File: config.mk
export PLATFORM = sky130hd
export DESIGN_NAME = rgb_to_hsl_converter_top
export DESIGN_NICKNAME = d
export VERILOG_FILES = /design/src/design/rhc_pkg.sv /design/src/design/rgb_to_hsl_converter_top.sv /design/src/design/rhc_front.sv /design/src/design/rhc_div_step.sv
export SDC_FILE = /design/constraint.sdc
export NUM_CORES = 2
export LEC_CHECK = 0
export BUFFER_PORTS_ARGS = -buffer_cell sky130_fd_sc_hd__buf_2
export CORE_UTILIZATION = 41
export CTS_CLUSTER_DIAMETER = 50
export DETAILED_ROUTE_END_ITERATION = 16
export GPL_TIMING_DRIVEN = 0
export PLACE_DENSITY_LB_ADDON = 0.2
export SYNTH_ARGS = -nofsm -noshare
export SYNTH_HDL_FRONTEND = slang
export SYNTH_SLANG_ARGS = --single-unit
File: constraint.sdc
create_clock -name clock -period 62 [get_ports clock]
set_clock_uncertainty 0.05 [all_clocks]
set_input_delay 6.2 -clock clock [delete_from_list [all_inputs] [get_ports clock]]
set_output_delay 6.2 -clock clock [all_outputs]
set_load 0.02 [all_outputs]
File: src/design/rhc_pkg.sv
// Shared types and constants for the RGB to HSL converter.
// Used by rhc_front, rhc_div_step and rgb_to_hsl_converter_top; depends on nothing.
package rhc_pkg;

   localparam int FRAC_BITS_DEFAULT = 16;
   localparam int COMP_W = 8;     // one color component
   localparam int SUM_W  = 9;     // max + min
   localparam int DEN_W  = 9;     // saturation divisor, at most 256
   localparam int HUE_W  = 11;    // six times the spread, at most 1530
   localparam int DIFF_W = 9;     // signed difference of two components
   localparam int NUM_W  = 12;    // signed hue numerator before wrapping
   localparam int OUT_W  = 16;    // result fields

   typedef enum logic [1:0] {
      SECTOR_RED,
      SECTOR_GREEN,
      SECTOR_BLUE
   } sector_type;

   // Remainders, divisors and side data that travel down the divider chain.
   typedef struct packed {
      logic               grey;
      logic               sat_ovf;
      logic [DEN_W-1:0]   rem_sat;
      logic [DEN_W-1:0]   den_sat;
      logic [HUE_W-1:0]   rem_hue;
      logic [HUE_W-1:0]   den_hue;
      logic [OUT_W-1:0]   light;
   } div_type;

endpackage

File: src/design/rgb_to_hsl_converter_top.sv
// Throughput: one pixel per cycle while req_stall is low; two front stages, then one stage per quotient bit.
// A two-word output buffer lets the pipeline advance while a result waits;
// req_stall rises only when both buffer words are full.
// Reset (synchronous) clears every valid bit; data registers are not reset.
// Depends on rhc_pkg, rhc_front and rhc_div_step.
module rgb_to_hsl_converter_top #(
   parameter int FRAC_BITS = rhc_pkg::FRAC_BITS_DEFAULT
) (
   input  logic                        clock,
   input  logic                        reset,
   input  logic                        req_valid,
   output logic                        req_stall,
   input  logic [rhc_pkg::COMP_W-1:0]  req_red,
   input  logic [rhc_pkg::COMP_W-1:0]  req_green,
   input  logic [rhc_pkg::COMP_W-1:0]  req_blue,
   output logic                        rsp_valid,
   input  logic                        rsp_stall,
   output logic [rhc_pkg::OUT_W-1:0]   rsp_hue,
   output logic [rhc_pkg::OUT_W-1:0]   rsp_saturation,
   output logic [rhc_pkg::OUT_W-1:0]   rsp_lightness
);

   logic                   advance;
   logic                   chain_valid [0:FRAC_BITS];
   rhc_pkg::div_type       chain_div   [0:FRAC_BITS];
   logic [FRAC_BITS-1:0]   chain_q_sat [0:FRAC_BITS];
   logic [FRAC_BITS-1:0]   chain_q_hue [0:FRAC_BITS];

   logic                         emit;
   logic [rhc_pkg::OUT_W-1:0]    hue_fmt, sat_fmt;

   logic                         rsp_valid_ff;
   logic [rhc_pkg::OUT_W-1:0]    rsp_hue_ff, rsp_sat_ff, rsp_light_ff;
   logic                         skid_valid_ff;
   logic [rhc_pkg::OUT_W-1:0]    skid_hue_ff, skid_sat_ff, skid_light_ff;

   // The whole pipeline moves together while the skid word is empty.
   assign advance   = !skid_valid_ff;
   assign req_stall = skid_valid_ff;

   rhc_front #(
      .FRAC_BITS (FRAC_BITS)
   ) u_front (
      .clock     (clock),
      .reset     (reset),
      .enable    (advance),
      .in_valid  (req_valid),
      .in_red    (req_red),
      .in_green  (req_green),
      .in_blue   (req_blue),
      .out_valid (chain_valid[0]),
      .out_div   (chain_div[0])
   );

   assign chain_q_sat[0] = '0;
   assign chain_q_hue[0] = '0;

   for (genvar i = 0; i < FRAC_BITS; i++) begin : g_div
      rhc_div_step #(
         .FRAC_BITS (FRAC_BITS)
      ) u_step (
         .clock     (clock),
         .reset     (reset),
         .enable    (advance),
         .in_valid  (chain_valid[i]),
         .in_div    (chain_div[i]),
         .in_q_sat  (chain_q_sat[i]),
         .in_q_hue  (chain_q_hue[i]),
         .out_valid (chain_valid[i+1]),
         .out_div   (chain_div[i+1]),
         .out_q_sat (chain_q_sat[i+1]),
         .out_q_hue (chain_q_hue[i+1])
      );
   end

   // Grey pixels give zero hue and saturation; a quotient of one saturates.
   always_comb begin
      logic [FRAC_BITS-1:0] sat_q;
      sat_q = chain_div[FRAC_BITS].sat_ovf ? {FRAC_BITS{1'b1}} : chain_q_sat[FRAC_BITS];
      if (chain_div[FRAC_BITS].grey) begin
         hue_fmt = '0;
         sat_fmt = '0;
      end else begin
         hue_fmt = rhc_pkg::OUT_W'(chain_q_hue[FRAC_BITS]);
         sat_fmt = rhc_pkg::OUT_W'(sat_q);
      end
   end

   assign emit = advance && chain_valid[FRAC_BITS];

   always_ff @(posedge clock) begin
      if (reset) begin
         rsp_valid_ff  <= 1'b0;
         skid_valid_ff <= 1'b0;
      end else if (!rsp_valid_ff || !rsp_stall) begin
         if (skid_valid_ff) begin
            rsp_valid_ff  <= 1'b1;
            skid_valid_ff <= 1'b0;
         end else begin
            rsp_valid_ff  <= emit;
         end
      end else if (emit) begin
         skid_valid_ff <= 1'b1;
      end
   end

   always_ff @(posedge clock) begin
      if (!rsp_valid_ff || !rsp_stall) begin
         if (skid_valid_ff) begin
            rsp_hue_ff   <= skid_hue_ff;
            rsp_sat_ff   <= skid_sat_ff;
            rsp_light_ff <= skid_light_ff;
         end else if (emit) begin
            rsp_hue_ff   <= hue_fmt;
            rsp_sat_ff   <= sat_fmt;
            rsp_light_ff <= chain_div[FRAC_BITS].light;
         end
      end else if (emit) begin
         skid_hue_ff   <= hue_fmt;
         skid_sat_ff   <= sat_fmt;
         skid_light_ff <= chain_div[FRAC_BITS].light;
      end
   end

   assign rsp_valid      = rsp_valid_ff;
   assign rsp_hue        = rsp_hue_ff;
   assign rsp_saturation = rsp_sat_ff;
   assign rsp_lightness  = rsp_light_ff;

endmodule

File: src/design/rhc_front.sv
// Front end of the converter: max/min search and sector pick, then divisor,
// numerator and lightness setup. Two register stages; depends on rhc_pkg.
module rhc_front #(
   parameter int FRAC_BITS = rhc_pkg::FRAC_BITS_DEFAULT
) (
   input  logic                        clock,
   input  logic                        reset,
   input  logic                        enable,
   input  logic                        in_valid,
   input  logic [rhc_pkg::COMP_W-1:0]  in_red,
   input  logic [rhc_pkg::COMP_W-1:0]  in_green,
   input  logic [rhc_pkg::COMP_W-1:0]  in_blue,
   output logic                        out_valid,
   output rhc_pkg::div_type            out_div
);

   localparam int WIDE_W = rhc_pkg::SUM_W + FRAC_BITS;

   // Stage A registers.
   logic                          a_valid_ff;
   logic [rhc_pkg::COMP_W-1:0]    a_hi_ff, a_hi_in;
   logic [rhc_pkg::COMP_W-1:0]    a_lo_ff, a_lo_in;
   rhc_pkg::sector_type           a_sector_ff, a_sector_in;
   logic [rhc_pkg::DIFF_W-1:0]    a_diff_ff, a_diff_in;

   // Stage B registers.
   logic                          b_valid_ff;
   rhc_pkg::div_type              b_div_ff, b_div_in;

   // Stage A: largest and smallest component, sector and its component difference.
   always_comb begin
      logic [rhc_pkg::COMP_W-1:0] hi;
      logic [rhc_pkg::COMP_W-1:0] lo;
      hi = in_red;
      lo = in_red;
      if (in_green > hi) hi = in_green;
      if (in_blue > hi) hi = in_blue;
      if (in_green < lo) lo = in_green;
      if (in_blue < lo) lo = in_blue;
      a_hi_in = hi;
      a_lo_in = lo;
      // Blue outranks green, which outranks red, when components tie.
      if (in_blue == hi) begin
         a_sector_in = rhc_pkg::SECTOR_BLUE;
         a_diff_in   = {1'b0, in_red} - {1'b0, in_green};
      end else if (in_green == hi) begin
         a_sector_in = rhc_pkg::SECTOR_GREEN;
         a_diff_in   = {1'b0, in_blue} - {1'b0, in_red};
      end else begin
         a_sector_in = rhc_pkg::SECTOR_RED;
         a_diff_in   = {1'b0, in_green} - {1'b0, in_blue};
      end
   end

   // Stage B: spread, divisors, numerators and lightness.
   always_comb begin
      logic [rhc_pkg::COMP_W-1:0] spread;
      logic [rhc_pkg::SUM_W-1:0]  sum;
      logic [rhc_pkg::DEN_W-1:0]  den;
      logic [rhc_pkg::DEN_W-1:0]  spread9;
      logic [rhc_pkg::HUE_W-1:0]  six_d;
      logic [rhc_pkg::HUE_W-1:0]  base;
      logic [rhc_pkg::NUM_W-1:0]  num;
      logic [WIDE_W-1:0]          wide;
      logic [FRAC_BITS-1:0]       light_f;
      spread  = a_hi_ff - a_lo_ff;
      sum     = {1'b0, a_hi_ff} + {1'b0, a_lo_ff};
      den     = sum[rhc_pkg::SUM_W-1] ?
                rhc_pkg::DEN_W'(10'd512 - {1'b0, sum}) : sum;
      spread9 = {1'b0, spread};
      six_d   = rhc_pkg::HUE_W'({spread, 2'b00}) + rhc_pkg::HUE_W'({spread, 1'b0});
      case (a_sector_ff)
         rhc_pkg::SECTOR_BLUE:  base = rhc_pkg::HUE_W'({spread, 2'b00});
         rhc_pkg::SECTOR_GREEN: base = rhc_pkg::HUE_W'({spread, 1'b0});
         default:               base = '0;
      endcase
      num = {1'b0, base}
            + {{(rhc_pkg::NUM_W - rhc_pkg::DIFF_W){a_diff_ff[rhc_pkg::DIFF_W-1]}}, a_diff_ff};
      // A negative red-sector hue wraps by one full turn.
      if (num[rhc_pkg::NUM_W-1]) begin
         num = num + {1'b0, six_d};
      end
      wide    = {sum, {FRAC_BITS{1'b0}}};
      light_f = wide[WIDE_W-1:rhc_pkg::SUM_W];

      b_div_in.grey    = (spread == '0);
      // The saturation quotient reaches one only when spread equals the divisor.
      b_div_in.sat_ovf = (spread9 >= den);
      b_div_in.rem_sat = (spread9 >= den) ? (spread9 - den) : spread9;
      b_div_in.den_sat = den;
      b_div_in.rem_hue = num[rhc_pkg::HUE_W-1:0];
      b_div_in.den_hue = six_d;
      b_div_in.light   = rhc_pkg::OUT_W'(light_f);
   end

   always_ff @(posedge clock) begin
      if (reset) begin
         a_valid_ff <= 1'b0;
         b_valid_ff <= 1'b0;
      end else if (enable) begin
         a_valid_ff <= in_valid;
         b_valid_ff <= a_valid_ff;
      end
   end

   always_ff @(posedge clock) begin
      if (enable) begin
         a_hi_ff     <= a_hi_in;
         a_lo_ff     <= a_lo_in;
         a_sector_ff <= a_sector_in;
         a_diff_ff   <= a_diff_in;
         b_div_ff    <= b_div_in;
      end
   end

   assign out_valid = b_valid_ff;
   assign out_div   = b_div_ff;

endmodule

File: src/design/rhc_div_step.sv
// One registered step of the two restoring fraction dividers (saturation and hue).
// Depends on rhc_pkg; chained FRAC_BITS deep by the top level.
module rhc_div_step #(
   parameter int FRAC_BITS = rhc_pkg::FRAC_BITS_DEFAULT
) (
   input  logic                  clock,
   input  logic                  reset,
   input  logic                  enable,
   input  logic                  in_valid,
   input  rhc_pkg::div_type      in_div,
   input  logic [FRAC_BITS-1:0]  in_q_sat,
   input  logic [FRAC_BITS-1:0]  in_q_hue,
   output logic                  out_valid,
   output rhc_pkg::div_type      out_div,
   output logic [FRAC_BITS-1:0]  out_q_sat,
   output logic [FRAC_BITS-1:0]  out_q_hue
);

   logic                   valid_ff;
   rhc_pkg::div_type       div_ff, div_in;
   logic [FRAC_BITS-1:0]   q_sat_ff, q_sat_in;
   logic [FRAC_BITS-1:0]   q_hue_ff, q_hue_in;

   always_comb begin
      logic [rhc_pkg::DEN_W:0] rs2;
      logic [rhc_pkg::HUE_W:0] rh2;
      logic                    bit_sat;
      logic                    bit_hue;
      rs2     = {in_div.rem_sat, 1'b0};
      rh2     = {in_div.rem_hue, 1'b0};
      bit_sat = (rs2 >= {1'b0, in_div.den_sat});
      bit_hue = (rh2 >= {1'b0, in_div.den_hue});
      div_in         = in_div;
      // The remainder stays below its divisor, so it fits back in its field.
      div_in.rem_sat = bit_sat ? rhc_pkg::DEN_W'(rs2 - {1'b0, in_div.den_sat})
                               : rhc_pkg::DEN_W'(rs2);
      div_in.rem_hue = bit_hue ? rhc_pkg::HUE_W'(rh2 - {1'b0, in_div.den_hue})
                               : rhc_pkg::HUE_W'(rh2);
      q_sat_in = {in_q_sat[FRAC_BITS-2:0], bit_sat};
      q_hue_in = {in_q_hue[FRAC_BITS-2:0], bit_hue};
   end

   always_ff @(posedge clock) begin
      if (reset) begin
         valid_ff <= 1'b0;
      end else if (enable) begin
         valid_ff <= in_valid;
      end
   end

   always_ff @(posedge clock) begin
      if (enable) begin
         div_ff   <= div_in;
         q_sat_ff <= q_sat_in;
         q_hue_ff <= q_hue_in;
      end
   end

   assign out_valid = valid_ff;
   assign out_div   = div_ff;
   assign out_q_sat = q_sat_ff;
   assign out_q_hue = q_hue_ff;

endmodule
# Yosys cells after proc, flatten, opt, wreduce, memory -nomap -nowiden
# Cells that the tools add are included.
# word_totals
register_bits,1228
inputBits,28
out_inout_bits,50
word_cells,351
# op_classes
addsub,40
n_lt_le_gt_ge,37
n_eq_ne,4
muxes,51
bitwise,1
n_reduce_logical,10
# op_table
cell,count
>= comparator 12 x 11 -> 1 bit,16
2-to-1 mux 11 bit,16
subtractor 11 bit,15
2-to-1 mux 9 bit,18
>= comparator 10 x 9 -> 1 bit,16
2-to-1 mux 16 bit,9
subtractor 9 bit,15
2-to-1 mux 8 bit,5
subtractor 8 x 8 -> 9 bit,3
case mux 10 bit (2 select lines),1
== test 8 bit,2
> comparator 8 bit,2
less-than comparator 8 bit,2
adder 11 x 9 -> 12 bit,1
adder 10 x 9 -> 11 bit,1
adder 11 bit,1
adder 8 x 8 -> 9 bit,1
>= comparator 8 x 9 -> 1 bit,1
"subtractor 1 x 9 -> 9 bit, first input constant",1
subtractor 8 x 9 -> 9 bit,1
logical NOT 8 bit,1
subtractor 8 bit,1
AND reduction 2 bit,2
logical NOT 1 bit,3
other kinds (8),9

# Depth between registers and ports, before layout
# depth
depth_word,7
ltp_mapped,22
mapped_depth_nobuf,22

# Cells and area by module
# Synthesis repeated with hierarchy kept, for this count alone.
# hier_totals
cells_unflattened,5272
area_unflattened_um2,74725.4
# modules_own_cells
mod,n_inst,cells_per_inst,area_per_inst_um2,seq_area_each_um2
rhc_div_step,16,270,3990.1,2722.6
rhc_front,1,721,7076.8,2292.2
rgb_to_hsl_converter_top,1,231,3807.4,2922.8

# Least setup slack after synthesis
# OpenSTA, ideal clock, no wires.
# synth_timing
kind,register to register
startpoint,"register skid_valid_ff, in the netlist req_stall"
endpoint,register rsp_hue_ff (netlist bit rsp_hue[10]) (data pin)
setup_time_ns,0.305
t_arrival_ns,33.111
required_ns,61.645
setup_slack_ns,28.534
path_stages_with_launch,5
n_path_buf,2
period_less_slack_ns,33.466
cell_sequence,dfxtp_1 -> clkbuf_1 -> inv_2 -> buf_1 -> mux2_2
# synth_between
elab_chain_cells,1
# synth_rtl
item,line,rtl
from (decl),rgb_to_hsl_converter_top.sv:34,logic skid_valid_ff;
from (signal assigned),rgb_to_hsl_converter_top.sv:94,skid_valid_ff <= 1'b0;
from (signal assigned),rgb_to_hsl_converter_top.sv:98,skid_valid_ff <= 1'b0;
from (signal assigned),rgb_to_hsl_converter_top.sv:103,skid_valid_ff <= 1'b1;
2-to-1 mux 16 bit,rgb_to_hsl_converter_top.sv:109,if (skid_valid_ff) begin
to (signal assigned),rgb_to_hsl_converter_top.sv:110,rsp_hue_ff <= skid_hue_ff;
to (signal assigned),rgb_to_hsl_converter_top.sv:114,rsp_hue_ff <= hue_fmt;
to (decl),rgb_to_hsl_converter_top.sv:33,"logic [rhc_pkg::OUT_W-1:0] rsp_hue_ff, rsp_sat_ff, rsp_light_ff;"
# No other way between the ends.
# A chain may end at the register's enable or synchronous reset.

# Worst setup path in the final report
# layout_timing
startpoint,input req_green[2] (netlist bit)
endpoint,register u_front.a_diff_ff[1] (netlist bit) (data pin)
# layout_between
elab_chain_cells,7
word_cells_on_any_way,8
classes_between,order compare (2); eq/ne (2); mux (4)
# layout_rtl
item,line,rtl
from (decl),rgb_to_hsl_converter_top.sv:14,"input logic [rhc_pkg::COMP_W-1:0] req_green,"
> comparator 8 bit,rhc_front.sv:36,if (in_green > hi) hi = in_green;
2-to-1 mux 8 bit,rhc_front.sv:36,
> comparator 8 bit,rhc_front.sv:37,if (in_blue > hi) hi = in_blue;
2-to-1 mux 8 bit,rhc_front.sv:37,
== test 8 bit,rhc_front.sv:46,end else if (in_green == hi) begin
2-to-1 mux 9 bit,rhc_front.sv:46,
2-to-1 mux 9 bit (*),rhc_front.sv:43,if (in_blue == hi) begin
"named net u_front.a_diff_in, one bit",rhc_front.sv:24,"logic [rhc_pkg::DIFF_W-1:0] a_diff_ff, a_diff_in;"
to (signal assigned),rhc_front.sv:111,a_diff_ff <= a_diff_in;
to (decl),rhc_front.sv:24,
# Mark *: on every way through the listed nets, which the timed path passes. The rest lies on a longest branch.

==> impl_metrics.csv <==
group,metric,value,unit
run_status,outcome,"completed",
sta,setup_viol,0,
critical_path,cp.required,62.54,ns
sta,relSlewSlack,0.340,
synth,synthCells,4071,
floorplan,die_x,371,um
sta,rsz0062_at_grt,"false",
grt,grt_pass1_vias,30600,
grt,grt_pass1_wl,156,mm
clocking,cts_sinks,1165,
synth,netlist_top_cells_area,"edfxtp_1 62%, ha_1 8.8%, mux2_2 3.3%",
grt,grt_max_degree,46,
synth,async_flop_share,0,
clocking,postCtsSetupBuffers,0,
grt,grt.overflow.total,0,
drt,avgViaCountPerCell,4.89,
floorplan,num_io_pins,78,
synth,synth_edf_count,1145,
critical_path,critPathKind,"in -> reg",
critical_path,cp_max_fo,10,
layout,layout-drive-gt1-share,0.117,
grt,track_usage,0.142,
critical_path,r2r_slack,56.95,ns
synth,synthFlopType,"edfxtp_1",
clocking,cts-hold-fix-buffers,0,
layout,final_net_count,4776,
critical_path,critPathLaunch,"req_green[2]",
worst_hold_path,min_path_type,"reg -> reg",
placed_design,place.port_buffers,69,
worst_hold_path,min_path_cells,0,
drt,drt_iter0_markers,1570,
sta,max_freq,98.2,MHz
sta,tightest_slew,0.986,ns
clocking,ctsResizeCount,0,
floorplan,initial_core_util,0.413,
synth,synth_cell_types,76,
critical_path,endpoint_kind,"flop",
grt,antenna_found_initial,0,
sta,final.min_clock_period,10.19,ns
flow_run,drv_cap,0,
critical_path,cp_data_arrival_time,10.72,ns
critical_path,path_cells,"buf_2 -> inv_1 -> ha_1 -> o21ai_0 -> a21oi_1 -> nor2_1 -> o21ai_1 -> buf_2 -> mux2i_1 -> ha_1 -> a21o_1 -> a21o_1 -> a21oi_1 -> o21ai_0 -> o21a_1 -> mux2_2 -> buf_1 -> mux2_2 -> mux2i_1",
clocking,tritoncts,"built",
drt,drc,0,
floorplan,core,135000,um^2
critical_path,critPathTopFamily,"compound AO/OA/AOI/OAI gates",
clocking,root_buffer,"clkbuf_16",
floorplan,rows,135,
synth,ys_seq_elements,1165,
critical_path,r2r_start,"u_front.a_hi_ff[0]",
worst_hold_path,min_to,"g_div[2].u_step.out_div[56]",
worst_hold_path,hp-start,"g_div[1].u_step.out_div[56]",
critical_path,slowest_stage,"buf_1",
synth,ys_seq_area_frac,0.623,
synth,syn_area,55800,um^2
layout,fill_cells,11900,
drt,route.detailed.wl_per_inst,15.5,um
sta,tns,0,ns
drt,wl,96.0,mm
critical_path,rr_endpoint,"u_front.out_div[32]",
clocking,clock_latency,0.75,ns
layout,area_growth,13.9,%
placed_design,routabilityCongestion,0.832,
drt,antenna_left,0,
floorplan,die_area,138000,um^2
critical_path,max_stage_delay,0.61,ns
critical_path,reg2regPathDepth,18,
critical_path,cp_num_buf_inv,4,
clocking,cts_buffers,137,
synth,synth_top_area_share,0.616,
layout,multiInputGateArea,19100,um^2
drt,drt-pass1-iter-count,6,
synth,synth.avg_cell_area,13.7,um^2
clocking,clkTransAtPathRegs,0.06,ns
sta,finalHoldViolCount,0,
floorplan,die_y,371,um
synth,yosysWarningCount,0,
synth,yosysMostFrequentCell,"edfxtp_1",
placed_design,hpwl,69.9,mm
critical_path,start_kind,"input port",
clocking,cts_max_level,4,
clocking,clockBufferDepth,3,
sta,post-route-period-util,0.164,
synth,yosysTopAreaCell,"edfxtp_1",
synth,synth_common_cells,"1,145 x edfxtp_1, 447 x inv_1, 391 x ha_1",
sta,maxSlewViolCount,0,
layout,regArea,34800,um^2
drt,vias,30300,
==> kinds of logic after synthesis <==
group                    share of synthesized area
multiplexers                                0.0482
XOR/XNOR                                    0.0414
buffers and inverters                       0.0356
adder cells (fa/ha/maj)                      0.102
AO/OA/AOI/OAI                               0.0857
other                                    0.0000672
flip-flops                                   0.623
AND/OR/NAND/NOR                             0.0640
==> how the worst max path moves through the flow <==
stage	endpoint	cells after the start
3_3_place_gp	rsp_hue[6]	4
6_report	u_front.a_diff_ff[1]	19
5_1_grt	u_front.a_diff_ff[1]	19
3_5_place_dp	u_front.a_diff_ff[0]	19
2_1_floorplan	rsp_hue[10]	4
4_1_cts	u_front.a_diff_ff[0]	19
==> state kept, by name (all words and copies together) (netlist names), 48 cells and up <==
signal,cells
u_front.out_div,48
g_div.u_step.out_q_hue,136
g_div.u_step.out_div,716
g_div.u_step.out_q_sat,136
==> placed cells by master (no fill, tap or decap), types with 29 or more instances in the layout <==
master,instances
nor3_1,31
o21ai_0,120
nor2_1,287
o21a_1,38
buf_12,29
fa_1,39
mux2_2,164
clkbuf_16,139
nor2b_1,83
a21o_1,196
ha_1,391
buf_2,77
nand4_1,66
mux2i_1,83
xnor2_1,184
clkbuf_1,57
edfxtp_1,1145
nand2b_1,76
nand2_1,113
a21oi_1,191
inv_1,447
xor2_1,73
==> routing by layer <==
layer,track usage,up-vias,wire length [um]
li1,-,15300,-
met1,0.172,14500,41900
met2,0.252,388,48600
met3,0.0251,165,3010
met4,0.0510,0,2530
met5,0,-,0
==> per-stage QoR <==
step | setup slack (ns) | area, um^2 | std cells | utilization | hold slack, ns
5_1_grt | 51.54 | 63600 | 6207 | 0.470 | 0.358
3_3_place_gp | 16.53 | 58400 | 5927 | 0.432 | 0.350
2_1_floorplan | 28.53 | 55800 | 4077 | - | 0.350
4_1_cts | 51.88 | 63600 | 6207 | 0.470 | 0.347
3_5_place_dp | 51.07 | 59100 | 5960 | 0.436 | 0.355
6_report | 51.81 | 63600 | 6208 | 0.470 | 0.351
==> area by class of cell <==
type	count	share of cell area
antenna	1	0.0000394
buffer	58	0.00441
clock buffer	162	0.0562
clock inverter	85	0.0147
inverter	451	0.0268
multi-input combinational	2403	0.300
sequential	1165	0.547
tap	1781	0.0351
timing repair buffer	102	0.0153
Power is not shown: default switching activity piles up to over one toggle a cycle in this logic, so the estimate is an artifact.
